--- src/rtl/ckb_pkg.sv ---
`timescale 1ns / 1ps
// Shared constants, register indexes and the color conversion for the color-keyed blitter.
// No dependencies; imported by the blitter core and its checker.
package ckb_pkg;

  localparam int SCREEN_WIDTH  = 640;
  localparam int SCREEN_HEIGHT = 480;

  localparam int SIZE_W   = 12;  // image size registers and pixel counters
  localparam int CENTER_W = 14;  // signed center coordinates
  localparam int POS_W    = 15;  // signed on-screen position of a pixel
  localparam int ADDR_W   = 19;
  localparam int COLOR_W  = 16;
  localparam int CHAN_W   = 8;
  localparam int CFG_IDX_W  = 2;
  localparam int CFG_DATA_W = 14;
  localparam int ROW_W = $clog2(SCREEN_HEIGHT);
  localparam int COL_W = $clog2(SCREEN_WIDTH);

  localparam int IN_DATA_W  = 24;  // three channels
  localparam int OUT_DATA_W = 40;  // 35 bits of fields padded to whole bytes

  localparam logic [ADDR_W-1:0]  SCREEN_PIXELS = ADDR_W'(SCREEN_WIDTH * SCREEN_HEIGHT);
  localparam logic [COLOR_W-1:0] KEY_COLOR   = 16'hFFFF;
  localparam logic [COLOR_W-1:0] SUBST_COLOR = 16'hF7DE;
  localparam logic [CHAN_W-1:0]  CHAN_FULL   = 8'hFF;

  localparam logic [CFG_IDX_W-1:0] REG_IMAGE_WIDTH  = 2'd0;
  localparam logic [CFG_IDX_W-1:0] REG_IMAGE_HEIGHT = 2'd1;
  localparam logic [CFG_IDX_W-1:0] REG_CENTER_X     = 2'd2;
  localparam logic [CFG_IDX_W-1:0] REG_CENTER_Y     = 2'd3;

  // RGB888 to RGB565. A full white made from channels below 0xFF is nudged off the key.
  function automatic logic [COLOR_W-1:0] to_rgb565(input logic [CHAN_W-1:0] r,
                                                   input logic [CHAN_W-1:0] g,
                                                   input logic [CHAN_W-1:0] b);
    logic [COLOR_W-1:0] c;
    c = {r[7:3], g[7:2], b[7:3]};
    if (r != CHAN_FULL && g != CHAN_FULL && b != CHAN_FULL && c == KEY_COLOR) begin
      c = SUBST_COLOR;
    end
    return c;
  endfunction

endpackage

--- src/rtl/color_keyed_rgb565_blitter_core.sv ---
`timescale 1ns / 1ps
// Path: an accepted pixel is registered in stage A and then in the output register (stage B),
// from which its framebuffer write is offered.
// Throughput: one pixel per cycle while the sink takes writes. A write held by the sink blocks
// the source as soon as the pixel stage behind it is also occupied.
// Reset (rst, synchronous, active high) empties both stages, zeroes the pixel counters
// and returns the registers to width 1, height 1 and center (0, 0).
// Depends on ckb_pkg for constants and the RGB565 conversion.
module color_keyed_rgb565_blitter_core (
  input  logic                            clk,
  input  logic                            rst,
  input  logic                            s_axis_tvalid,
  output logic                            s_axis_tready,
  input  logic [ckb_pkg::IN_DATA_W-1:0]   s_axis_tdata,  // red, green, blue
  output logic                            m_axis_tvalid,
  input  logic                            m_axis_tready,
  output logic [ckb_pkg::OUT_DATA_W-1:0]  m_axis_tdata,  // pixel_address, pixel_color, zeros
  input  logic                            cfg_we,
  input  logic [ckb_pkg::CFG_IDX_W-1:0]   cfg_index,
  input  logic [ckb_pkg::CFG_DATA_W-1:0]  cfg_data
);
  import ckb_pkg::*;

  logic [SIZE_W-1:0]          image_width;
  logic [SIZE_W-1:0]          image_height;
  logic signed [CENTER_W-1:0] center_x;
  logic signed [CENTER_W-1:0] center_y;

  logic [SIZE_W-1:0] column_count, column_count_next;
  logic [SIZE_W-1:0] row_count, row_count_next;

  // Stage A: converted color and on-screen position.
  logic                    a_valid;
  logic [COLOR_W-1:0]      a_color;
  logic signed [POS_W-1:0] a_col;
  logic signed [POS_W-1:0] a_row;

  // Stage B: the output register.
  logic [ADDR_W-1:0]  out_addr;
  logic [COLOR_W-1:0] out_color;

  logic in_xfer, a_advance, a_visible;
  logic signed [POS_W-1:0] col_in, row_in;
  logic [SIZE_W-1:0] col_inc, row_inc;
  logic [ADDR_W-1:0] addr_calc;

  assign a_advance     = !m_axis_tvalid || m_axis_tready;
  assign s_axis_tready = !a_valid || a_advance;
  assign in_xfer       = s_axis_tvalid && s_axis_tready;

  // Top-left of the image sits at center minus half the size, rounded down.
  assign col_in = POS_W'(center_x) - POS_W'(image_width >> 1) + POS_W'(column_count);
  assign row_in = POS_W'(center_y) - POS_W'(image_height >> 1) + POS_W'(row_count);

  always_comb begin
    col_inc           = column_count + 1'b1;
    row_inc           = row_count + 1'b1;
    column_count_next = col_inc;
    row_count_next    = row_count;
    // A zero size compares as always reached, so it behaves as a size of one.
    if (col_inc >= image_width || col_inc == '0) begin
      column_count_next = '0;
      row_count_next    = row_inc;
      if (row_inc >= image_height || row_inc == '0) begin
        row_count_next = '0;
      end
    end
  end

  assign a_visible = (a_col >= 0) && (a_col < POS_W'(SCREEN_WIDTH)) &&
                     (a_row >= 0) && (a_row < POS_W'(SCREEN_HEIGHT)) &&
                     (a_color != KEY_COLOR);

  assign addr_calc = ADDR_W'(a_row[ROW_W-1:0]) * ADDR_W'(SCREEN_WIDTH) +
                     ADDR_W'(a_col[COL_W-1:0]);

  always_ff @(posedge clk) begin
    if (rst) begin
      image_width  <= SIZE_W'(1);
      image_height <= SIZE_W'(1);
      center_x     <= '0;
      center_y     <= '0;
    end else if (cfg_we) begin
      unique case (cfg_index)
        REG_IMAGE_WIDTH:  image_width  <= cfg_data[SIZE_W-1:0];
        REG_IMAGE_HEIGHT: image_height <= cfg_data[SIZE_W-1:0];
        REG_CENTER_X:     center_x     <= cfg_data[CENTER_W-1:0];
        REG_CENTER_Y:     center_y     <= cfg_data[CENTER_W-1:0];
        default: ;
      endcase
    end
  end

  always_ff @(posedge clk) begin
    if (rst) begin
      column_count  <= '0;
      row_count     <= '0;
      a_valid       <= 1'b0;
      m_axis_tvalid <= 1'b0;
    end else begin
      if (in_xfer) begin
        column_count <= column_count_next;
        row_count    <= row_count_next;
      end
      if (s_axis_tready) begin
        a_valid <= in_xfer;
      end
      // Clipped and transparent pixels leave stage A without a transfer.
      if (a_advance) begin
        m_axis_tvalid <= a_valid && a_visible;
      end
    end
  end

  always_ff @(posedge clk) begin
    if (in_xfer) begin
      a_color <= to_rgb565(s_axis_tdata[7:0], s_axis_tdata[15:8], s_axis_tdata[23:16]);
      a_col   <= col_in;
      a_row   <= row_in;
    end
    if (a_advance && a_valid && a_visible) begin
      out_addr  <= addr_calc;
      out_color <= a_color;
    end
  end

  assign m_axis_tdata = {(OUT_DATA_W - ADDR_W - COLOR_W)'(0), out_color, out_addr};

endmodule

--- config.mk ---
export PLATFORM = sky130hd
export DESIGN_NAME = color_keyed_rgb565_blitter_core
export DESIGN_NICKNAME = d
export VERILOG_FILES = /design/src/rtl/ckb_pkg.sv /design/src/rtl/color_keyed_rgb565_blitter_core.sv
export SDC_FILE = /design/constraint.sdc
export NUM_CORES = 1
export LEC_CHECK = 0
export ABC_AREA = 1
export BUFFER_PORTS_ARGS = -buffer_cell sky130_fd_sc_hd__buf_2
export CAP_MARGIN = 20
export CORE_MARGIN = 1
export CORE_UTILIZATION = 40
export CTS_CLUSTER_DIAMETER = 30
export DETAILED_ROUTE_END_ITERATION = 8
export GPL_ROUTABILITY_DRIVEN = 0
export SYNTH_ARGS = -nofsm -noshare
export SYNTH_HDL_FRONTEND = slang
export SYNTH_SLANG_ARGS = --single-unit
--- constraint.sdc ---
create_clock -name clk -period 2.9 [get_ports clk]
set_input_delay 0.29 -clock clk [delete_from_list [all_inputs] [get_ports clk]]
set_output_delay 0.29 -clock clk [all_outputs]
set_load 0.03 [all_outputs]
# == Yosys cells after proc, flatten, opt, wreduce, memory -nomap -nowiden ==
# Index checks and enable logic that the tools add are counted.
# totals
regBits,159
in_bits,45
output_inout_bits,42
wordCells,62
# classes
n_addsub,7
mul,1
order_cmp,6
eq_ne,8
mux,2
n_reduce_logical,25
# op_table
op,n
$add 15x12->15,2
$ge 15x1->1 const B,2
$sub 14x12->15,2
$add 12x1->12 const B,2
$ge 12x12->1,2
$logic_not 12->1,2
$mux 12,2
$ne 8x8->1 const B,3
$add 19x10->19,1
$eq 16x16->1 const B,1
$ne 16x16->1 const B,1
$lt 15x10->1 const B,1
$lt 15x11->1 const B,1
$mul 9x3->12 const B,1
$logic_and 1x1->1,11
$reduce_and 2->1,5
$eq 2x2->1 const B,2
$logic_or 1x1->1,4
$eq 2x1->1 const B,1
$logic_not 1->1,2
$logic_not 2->1,1

# == Longest topological paths before layout ==
# Gate-level depths: netlist (run 1).
# logic_depth
word_depth,6
ltp_mapped,19
mapped_depth_nobuf,19

# == Worst setup path before layout (run 1) ==
# No wires, ideal clock.
# synth_path
path_type,register to register
from,register a_col[10]
to,register out_addr[0] (enable)
setup_time_ps,427
t_arrival_ps,2359
setup_slack_ps,114
stages_incl_launch_ff,6
path_cell_list,edfxtp_1 > nor4b_1 > nand2_1 > nor2_1 > o41ai_1 > nor2_1
# synth_between
elab_chain_cells,6
# synth_lines
element,line_no,text
"start, declared",color_keyed_rgb565_blitter_core.sv:35,logic signed [POS_W-1:0] a_col;
"start signal, assigned",color_keyed_rgb565_blitter_core.sv:118,a_col <= col_in;
$ge 15x1->1 / $lt 15x11->1 (equally long branches),color_keyed_rgb565_blitter_core.sv:70,assign a_visible = (a_col >= 0) && (a_col < POS_W'(SCREEN_WIDTH)) &&
$logic_and 1x1->1 (*) (2 in series),color_keyed_rgb565_blitter_core.sv:70,
$logic_and 1x1->1 (*) (2 in series),color_keyed_rgb565_blitter_core.sv:71,(a_row >= 0) && (a_row < POS_W'(SCREEN_HEIGHT)) &&
$logic_and 1x1->1 (*),color_keyed_rgb565_blitter_core.sv:121,if (a_advance && a_valid && a_visible) begin
"end signal, assigned",color_keyed_rgb565_blitter_core.sv:122,out_addr <= addr_calc;
"end, declared",color_keyed_rgb565_blitter_core.sv:39,logic [ADDR_W-1:0] out_addr;
# Mark *: on every way between the ends. The rest lies on a longest branch, timed or not.
# A chain may end at the register's enable or synchronous reset.

# == Final worst setup path (run 1) ==
# layout_path
from,register row_count[1]
to,"register a_row[10], data pin"
# layout_between
elab_chain_cells,1
# layout_lines
element,line_no,text
"start, declared",color_keyed_rgb565_blitter_core.sv:30,"logic [SIZE_W-1:0] row_count, row_count_next;"
"start signal, assigned",color_keyed_rgb565_blitter_core.sv:103,row_count <= row_count_next;
$add 15x12->15,color_keyed_rgb565_blitter_core.sv:53,assign row_in = POS_W'(center_y) - POS_W'(image_height >> 1) + POS_W'(row_count);
via row_in[10],color_keyed_rgb565_blitter_core.sv:43,"logic signed [POS_W-1:0] col_in, row_in;"
"end signal, assigned",color_keyed_rgb565_blitter_core.sv:119,a_row <= row_in;
"end, declared",color_keyed_rgb565_blitter_core.sv:36,logic signed [POS_W-1:0] a_row;
# The timed path passes the listed nets, and every way through them passes these cells.

==> results of run 1 <==
final timing paths:
path	slack [ns]	from	to	cells after the start
worst max-delay path	0.18	row_count[1]$_SDFFE_PP0P_	a_row[10]$_DFFE_PP_	8
worst min register to register	0.42	a_col[4]$_DFFE_PP_	out_addr[4]$_DFFE_PP_	0
worst min-delay path	0.04	s_axis_tdata[13]	a_color[8]$_SDFFCE_PP1P_	1
worst max register to register	0.18	row_count[1]$_SDFFE_PP0P_	a_row[10]$_DFFE_PP_	8
cells by family (layout without fill, tap and decap cells):
| logic type | after synthesis | count (layout) | share of synthesized area (%) |
|---|---|---|---|
| AND/OR/NAND/NOR | 350 | 350 | 17.6 |
| buffers and inverters | 235 | 321 | 10.0 |
| adder cells (fa/ha/maj) | 101 | 101 | 15.4 |
| XOR/XNOR | 40 | 40 | 3.74 |
| flip-flops | 159 | 159 | 42.7 |
| other | 1 | 5 | 0.0401 |
| AO/OA/AOI/OAI | 184 | 184 | 10.5 |
per-layer routing:
metal / GRT usage (%) / routed length [µm]
met1: 22.5 / 9590
met2: 27.3 / 8770
met3: 3.12 / 509
met4: 5.47 / 259
met5: 0 / 0
final cells by class:
cell class | count | area, µm²
clock buffer | 17 | 425
multi-input combinational | 680 | 4480
fill | 2191 | 12100
clock inverter | 15 | 155
tap | 313 | 392
sequential | 159 | 4000
inverter | 196 | 736
timing repair buffer | 93 | 520
synthesized netlist by cell type (2+ instances only):
cell,instances
inv_1,194
nand2_1,161
a21oi_1,92
edfxtp_1,81
nor2_1,80
dfxtp_1,78
ha_1,77
o21ai_0,72
nand3_1,51
xor2_1,29
clkbuf_1,28
fa_1,24
nand4_1,23
xnor2_1,11
nor3_4,9
nor3_1,6
buf_4,5
nand2_2,5
a21o_1,4
nand2_4,4
buf_2,3
nor4_1,3
a21oi_4,2
a31oi_1,2
buf_6,2
nor2_2,2
o21a_1,2
o21bai_1,2
o31ai_1,2
per-stage QoR:
stage | setup WS [ns] | hold WS [ns] | cells | cell area (µm²)
final | 0.183 | 0.0436 | 1473 | 10700
after global routing | 0.0144 | 0.0270 | 1473 | 10700
after CTS | 0.0361 | 0.0253 | 1473 | 10700
after detailed placement | 0.0519 | 0.405 | 1441 | 10100
after global placement | 0.173 | 0.402 | 1441 | 10100
after floorplan | 0.114 | 0.359 | 1074 | 9380
timing repair:
item                       4_1_cts  5_1_grt
setup buffers                    0        0
setup endpoints to repair        0       24
resized for setup                0       11
power by group through the flow:
stage	clock network (mW)	logic [mW]	registers [mW]
global route	2.35	2.31	2.84
finish	2.21	2.01	2.81
global placement	0	1.97	2.86
CTS	2.26	2.01	2.81
detailed placement	0	2.00	2.86
floorplan	0	1.60	2.83
state kept, by name (all words and copies together), names as in the netlist:
| register | count |
|---|---|
| a_row | 15 |
| out_addr | 19 |
| row_count | 12 |
| a_col | 15 |
| column_count | 12 |
| image_height | 12 |
| a_valid | 1 |
| image_width | 12 |
| center_x | 14 |
| m_axis_tvalid | 1 |
| a_color | 16 |
| out_color | 16 |
| center_y | 14 |
worst register-to-register path: cells and delay by family (launching register included):
kind | cells | cell delay (ns)
xor+xnor | 1 | 0.14
buf+inv | 1 | 0.11
compound gates | 3 | 0.69
fa+ha+maj | 2 | 0.98
flops | 1 | 0.43
simple gates | 1 | 0.12
==> out/metrics.csv, run 1 <==
stage;metric;value;unit
clocking;cts_tree;done;
power_and_ir_drop;p_leak;4.91;nW
clocking;ctsHoldBuffers;0;
route;postRouteWirelength;19100;µm
grt;grt_max_degree;63;
route;drc_errors;0;
power_and_ir_drop;finalPower;7.02;mW
timing;hold_viol;0;
clocking;cts_root_buffer;clkbuf_16;
grt;grt_pass1_wl;31300;µm
route;dr.pass1.iters;5;
grt;antenna_found_initial;0;
power_and_ir_drop;power.internal;4.66;mW
route;dr_total_vias;6913;
yosys;async_flop_share;0;%
floorplan;ios;87;
power_and_ir_drop;pwr-share-clk;31.4;%
power_and_ir_drop;power.net_switching;2.37;mW
timing;fin_crit_sh;93.7;%
cells_and_area;insertedDiodeCount;0;
worst_setup_path;path_max_fanout;6;
power_and_ir_drop;sequentialPowerShare;40.0;%
route;routed_via_density;4.69;
timing;tns;0;ns
route;drt_iter0_drc;259;
cells_and_area;layout-drive-gt1-share;14.1;%
floorplan;die_area;24000;µm²
worst_hold_path;hp-class;input port to register;
cells_and_area;area_delta_synth_final;14.4;%
placed_design;port_buffers;81;
power_and_ir_drop;cellPowerDensity;656;nW/µm²
floorplan;floorplan.initialDensity;41.1;%
clocking;cts-htree-levels;4;
cells_and_area;nNetsFinal;1293;
cells_and_area;final_util;47.0;%
timing;setup_violations;0;
grt;grt_pass1_vias;6376;
clocking;cts_buffers;17;
yosys;synth_top_area_share;26.0;%
yosys;syn_avg_cell_area;8.75;µm²
yosys;synth.area.top_cells;edfxtp_1 26%, dfxtp_1 17%, ha_1 10%;
yosys;ys_types;45;
clocking;clockBufferDepth;2;
timing;fmaxAchievable;368;MHz
grt;gr-total-overflow;0;
timing;final.setup_skew;0.0104;ns
timing;rsz0062_at_grt;false;
clocking;clk_pin_slew;0.07;ns
yosys;synth_seq_cells;159;
route;ant_nets;0;
worst_setup_path;worst_path_max_delay_cell;fa_1;
yosys;netlist_instances;1070;
power_and_ir_drop;ir_drop;304;µV
timing;max_slew.worst_pin.slew;0.831;ns
cells_and_area;final_cell_mix;194 x inv_1, 160 x nand2_1, 92 x a21oi_1;
floorplan;die_w;155;µm
worst_setup_path;cp-end-kind;register;
worst_setup_path;path_buf_inv;1;
clocking;insertion_delay;0.43;ns
flow_run;drv_cap;0;
worst_setup_path;cp.required;3.08;ns
timing;relSlewSlack;43.9;%
worst_setup_path;crit_type;register to register;
cells_and_area;final_common_cell;inv_1;
floorplan;fp-row-count;55;
timing;slew_viol_final;0;
yosys;synthFlopType;edfxtp_1;
worst_setup_path;crit_chain;inv_1, fa_1, fa_1, o21ai_0, a21oi_1, nor2_1, o21ai_0, xnor2_1;
worst_setup_path;startpoint_type;register;
placed_design;hpwl;15100;µm
worst_setup_path;path_delay_family;adder cells;
yosys;synth_area;9360;µm²
yosys;synth_edf_count;81;
timing;timing.final.crit_period;2.72;ns
power_and_ir_drop;switching_share;33.7;%
yosys;synth.largest_area_cell;edfxtp_1;
route;wl_per_cell;13.0;µm
floorplan;die_h;155;µm
status;status;finished, final reports clean;
worst_setup_path;crit_arrival;2.90;ns
yosys;ys_seq_area_share;42.7;%
power_and_ir_drop;combPwrFrac;28.6;%
yosys;yosysWarnings;0;
clocking;clock_sinks;159;
floorplan;coreArea;22800;µm²
grt;grt_use_total;16.8;%
worst_setup_path;critPathMaxStageDelay;0.50;ns
(Power assumes the default switching activity.)
==> inputs of run 2 (changes only) <==
- RECOVER_POWER: default -> 100
==> run 2 against run 1 <==
Net effect:
- largest power group unchanged
- wire length increased by 0.43%
- non-clock buffer count unchanged
- count of clock-buffer cells in the layout unchanged
- worst setup slack got worse by 0.0036 ns
- design area decreased by 1.1%
==> out/metrics.csv, run 2 (same netlist as run 1, synthesis figures left out) <==
stage;metric;value;unit
grt;grt_max_degree;63;
route;wl_per_cell;13.0;µm
worst_setup_path;cp-end-kind;register;
timing;relSlewSlack;17.8;%
timing;layout_setup_ws;0.179;ns
flow_run;drv_cap;0;
power_and_ir_drop;combPwrFrac;28.3;%
grt;grt_use_total;16.8;%
floorplan;die_w;155;µm
clocking;post_cts_buffers;0;
cells_and_area;final_common_cell;inv_1;
power_and_ir_drop;power.net_switching;2.36;mW
placed_design;dp.cells;1441;
floorplan;die_h;155;µm
timing;whs;0.0442;ns
power_and_ir_drop;finalPower;7.00;mW
cells_and_area;layout-drive-gt1-share;9.66;%
floorplan;floorplan.initialDensity;41.1;%
power_and_ir_drop;switching_share;33.7;%
grt;grt_pass1_vias;6376;
worst_setup_path;crit_type;register to register;
clocking;cts_buffers;17;
placed_design;port_buffers;81;
timing;hold_viol;0;
cells_and_area;insertedDiodeCount;0;
worst_setup_path;startpoint_type;register;
worst_hold_path;hp-class;input port to register;
worst_setup_path;critPathMaxStageDelay;0.50;ns
floorplan;die_area;24000;µm²
timing;final.setup_skew;0.00942;ns
clocking;ctsHoldBuffers;0;
clocking;clock_sinks;159;
power_and_ir_drop;cellPowerDensity;661;nW/µm²
cells_and_area;fin_cells;1473;
cells_and_area;finalInstanceArea;10600;µm²
power_and_ir_drop;sequentialPowerShare;40.2;%
route;routed_via_density;4.68;
route;drc_errors;0;
route;drt_iter0_drc;270;
timing;fmaxAchievable;368;MHz
worst_setup_path;cp.required;3.08;ns
grt;gr-total-overflow;0;
power_and_ir_drop;p_leak;4.76;nW
power_and_ir_drop;pwr-share-clk;31.5;%
cells_and_area;final_util;46.5;%
grt;grt_pass1_wl;31300;µm
placed_design;place_ws;0.0519;ns
cells_and_area;top_regs;out_addr (19), a_color (16), out_color (16);
route;postRouteWirelength;19200;µm
timing;rsz0062_at_grt;false;
worst_setup_path;crit_arrival;2.90;ns
clocking;cts_resized;0;
cells_and_area;nNetsFinal;1293;
route;dr_total_vias;6898;
timing;setup_violations;0;
placed_design;postPlaceCellArea;10100;µm²
floorplan;ios;87;
status;status;finished, final reports clean;
placed_design;hpwl;15100;µm
clocking;cts_root_buffer;clkbuf_16;
grt;antenna_found_initial;0;
clocking;cts_tree;done;
power_and_ir_drop;power.internal;4.64;mW
floorplan;coreArea;22800;µm²
route;dr.pass1.iters;5;
timing;slew_viol_final;0;
cells_and_area;regMostFlops;out_addr;
timing;tns;0;ns
floorplan;fp-row-count;55;
worst_setup_path;worst_path_max_delay_cell;fa_1;
worst_setup_path;path_max_fanout;6;
power_and_ir_drop;ir_drop;304;µV
cells_and_area;area_delta_synth_final;13.1;%
timing;max_slew.worst_pin.slew;1.23;ns
clocking;clockBufferDepth;2;
worst_setup_path;crit_chain;inv_1, fa_1, fa_1, o21ai_0, a21oi_1, nor2_1, o21ai_0, xnor2_1;
route;ant_nets;0;
clocking;insertion_delay;0.43;ns
cells_and_area;largest_reg_flops;19;
clocking;cts-htree-levels;4;
timing;timing.final.crit_period;2.72;ns
clocking;clk_pin_slew;0.07;ns
cells_and_area;final_cell_mix;195 x inv_1, 160 x nand2_1, 92 x a21oi_1;
timing;fin_crit_sh;93.8;%
run 2: changes by cell type in the layout (fill, tap and decap cells not counted), moves of 2 or more:
cell,change
buf_4,-3
clkbuf_2,+2
nor3_1,+3
nor3_4,-4
buf_2,-46
clkbuf_1,+47
run 2: layer usage:
layer  global-route usage, %  share of wire (%)
met1                    22.5                 51
met2                    27.3                 46
met3                    3.12                2.5
met4                    5.47                1.3
met5                       0                  0
run 2: path summary, 6_finish.rpt:
path | start | end | slack (ns) | cells after the start
hold / removal | s_axis_tdata[13] | a_color[8]$_SDFFCE_PP1P_ | 0.04 | 1
setup / recovery | row_count[1]$_SDFFE_PP0P_ | a_row[10]$_DFFE_PP_ | 0.18 | 8
hold reg to reg | a_col[4]$_DFFE_PP_ | out_addr[4]$_DFFE_PP_ | 0.42 | 0
setup reg to reg | row_count[1]$_SDFFE_PP0P_ | a_row[10]$_DFFE_PP_ | 0.18 | 8
run 2: final cells by class:
type                       instances  area [µm²]
fill                            2216       12200
multi-input combinational        680        4440
sequential                       159        4000
inverter                         196         736
timing repair buffer              93         445
clock buffer                      17         425
tap                              313         392
clock inverter                    15         155
run 2: critical path: cells and delay by family (launching register included):
kind                       cells  cell delay (ns)
and+or+nand+nor                1             0.12
adders and majority gates      2             0.98
buffers and inverters          1             0.11
xor gates and xnor gates       1             0.15
AOI/OAI and AO/OA              3             0.69
DFF                            1             0.43
run 2: power by group through the flow:
stage / Sequential, mW / Clock (mW) / Combinational [mW]
floorplan: 2.83 / 0 / 1.60
finish: 2.81 / 2.21 / 1.98
detailed placement: 2.86 / 0 / 2.00
global route: 2.84 / 2.35 / 2.28
global placement: 2.86 / 0 / 1.97
CTS: 2.81 / 2.26 / 2.01
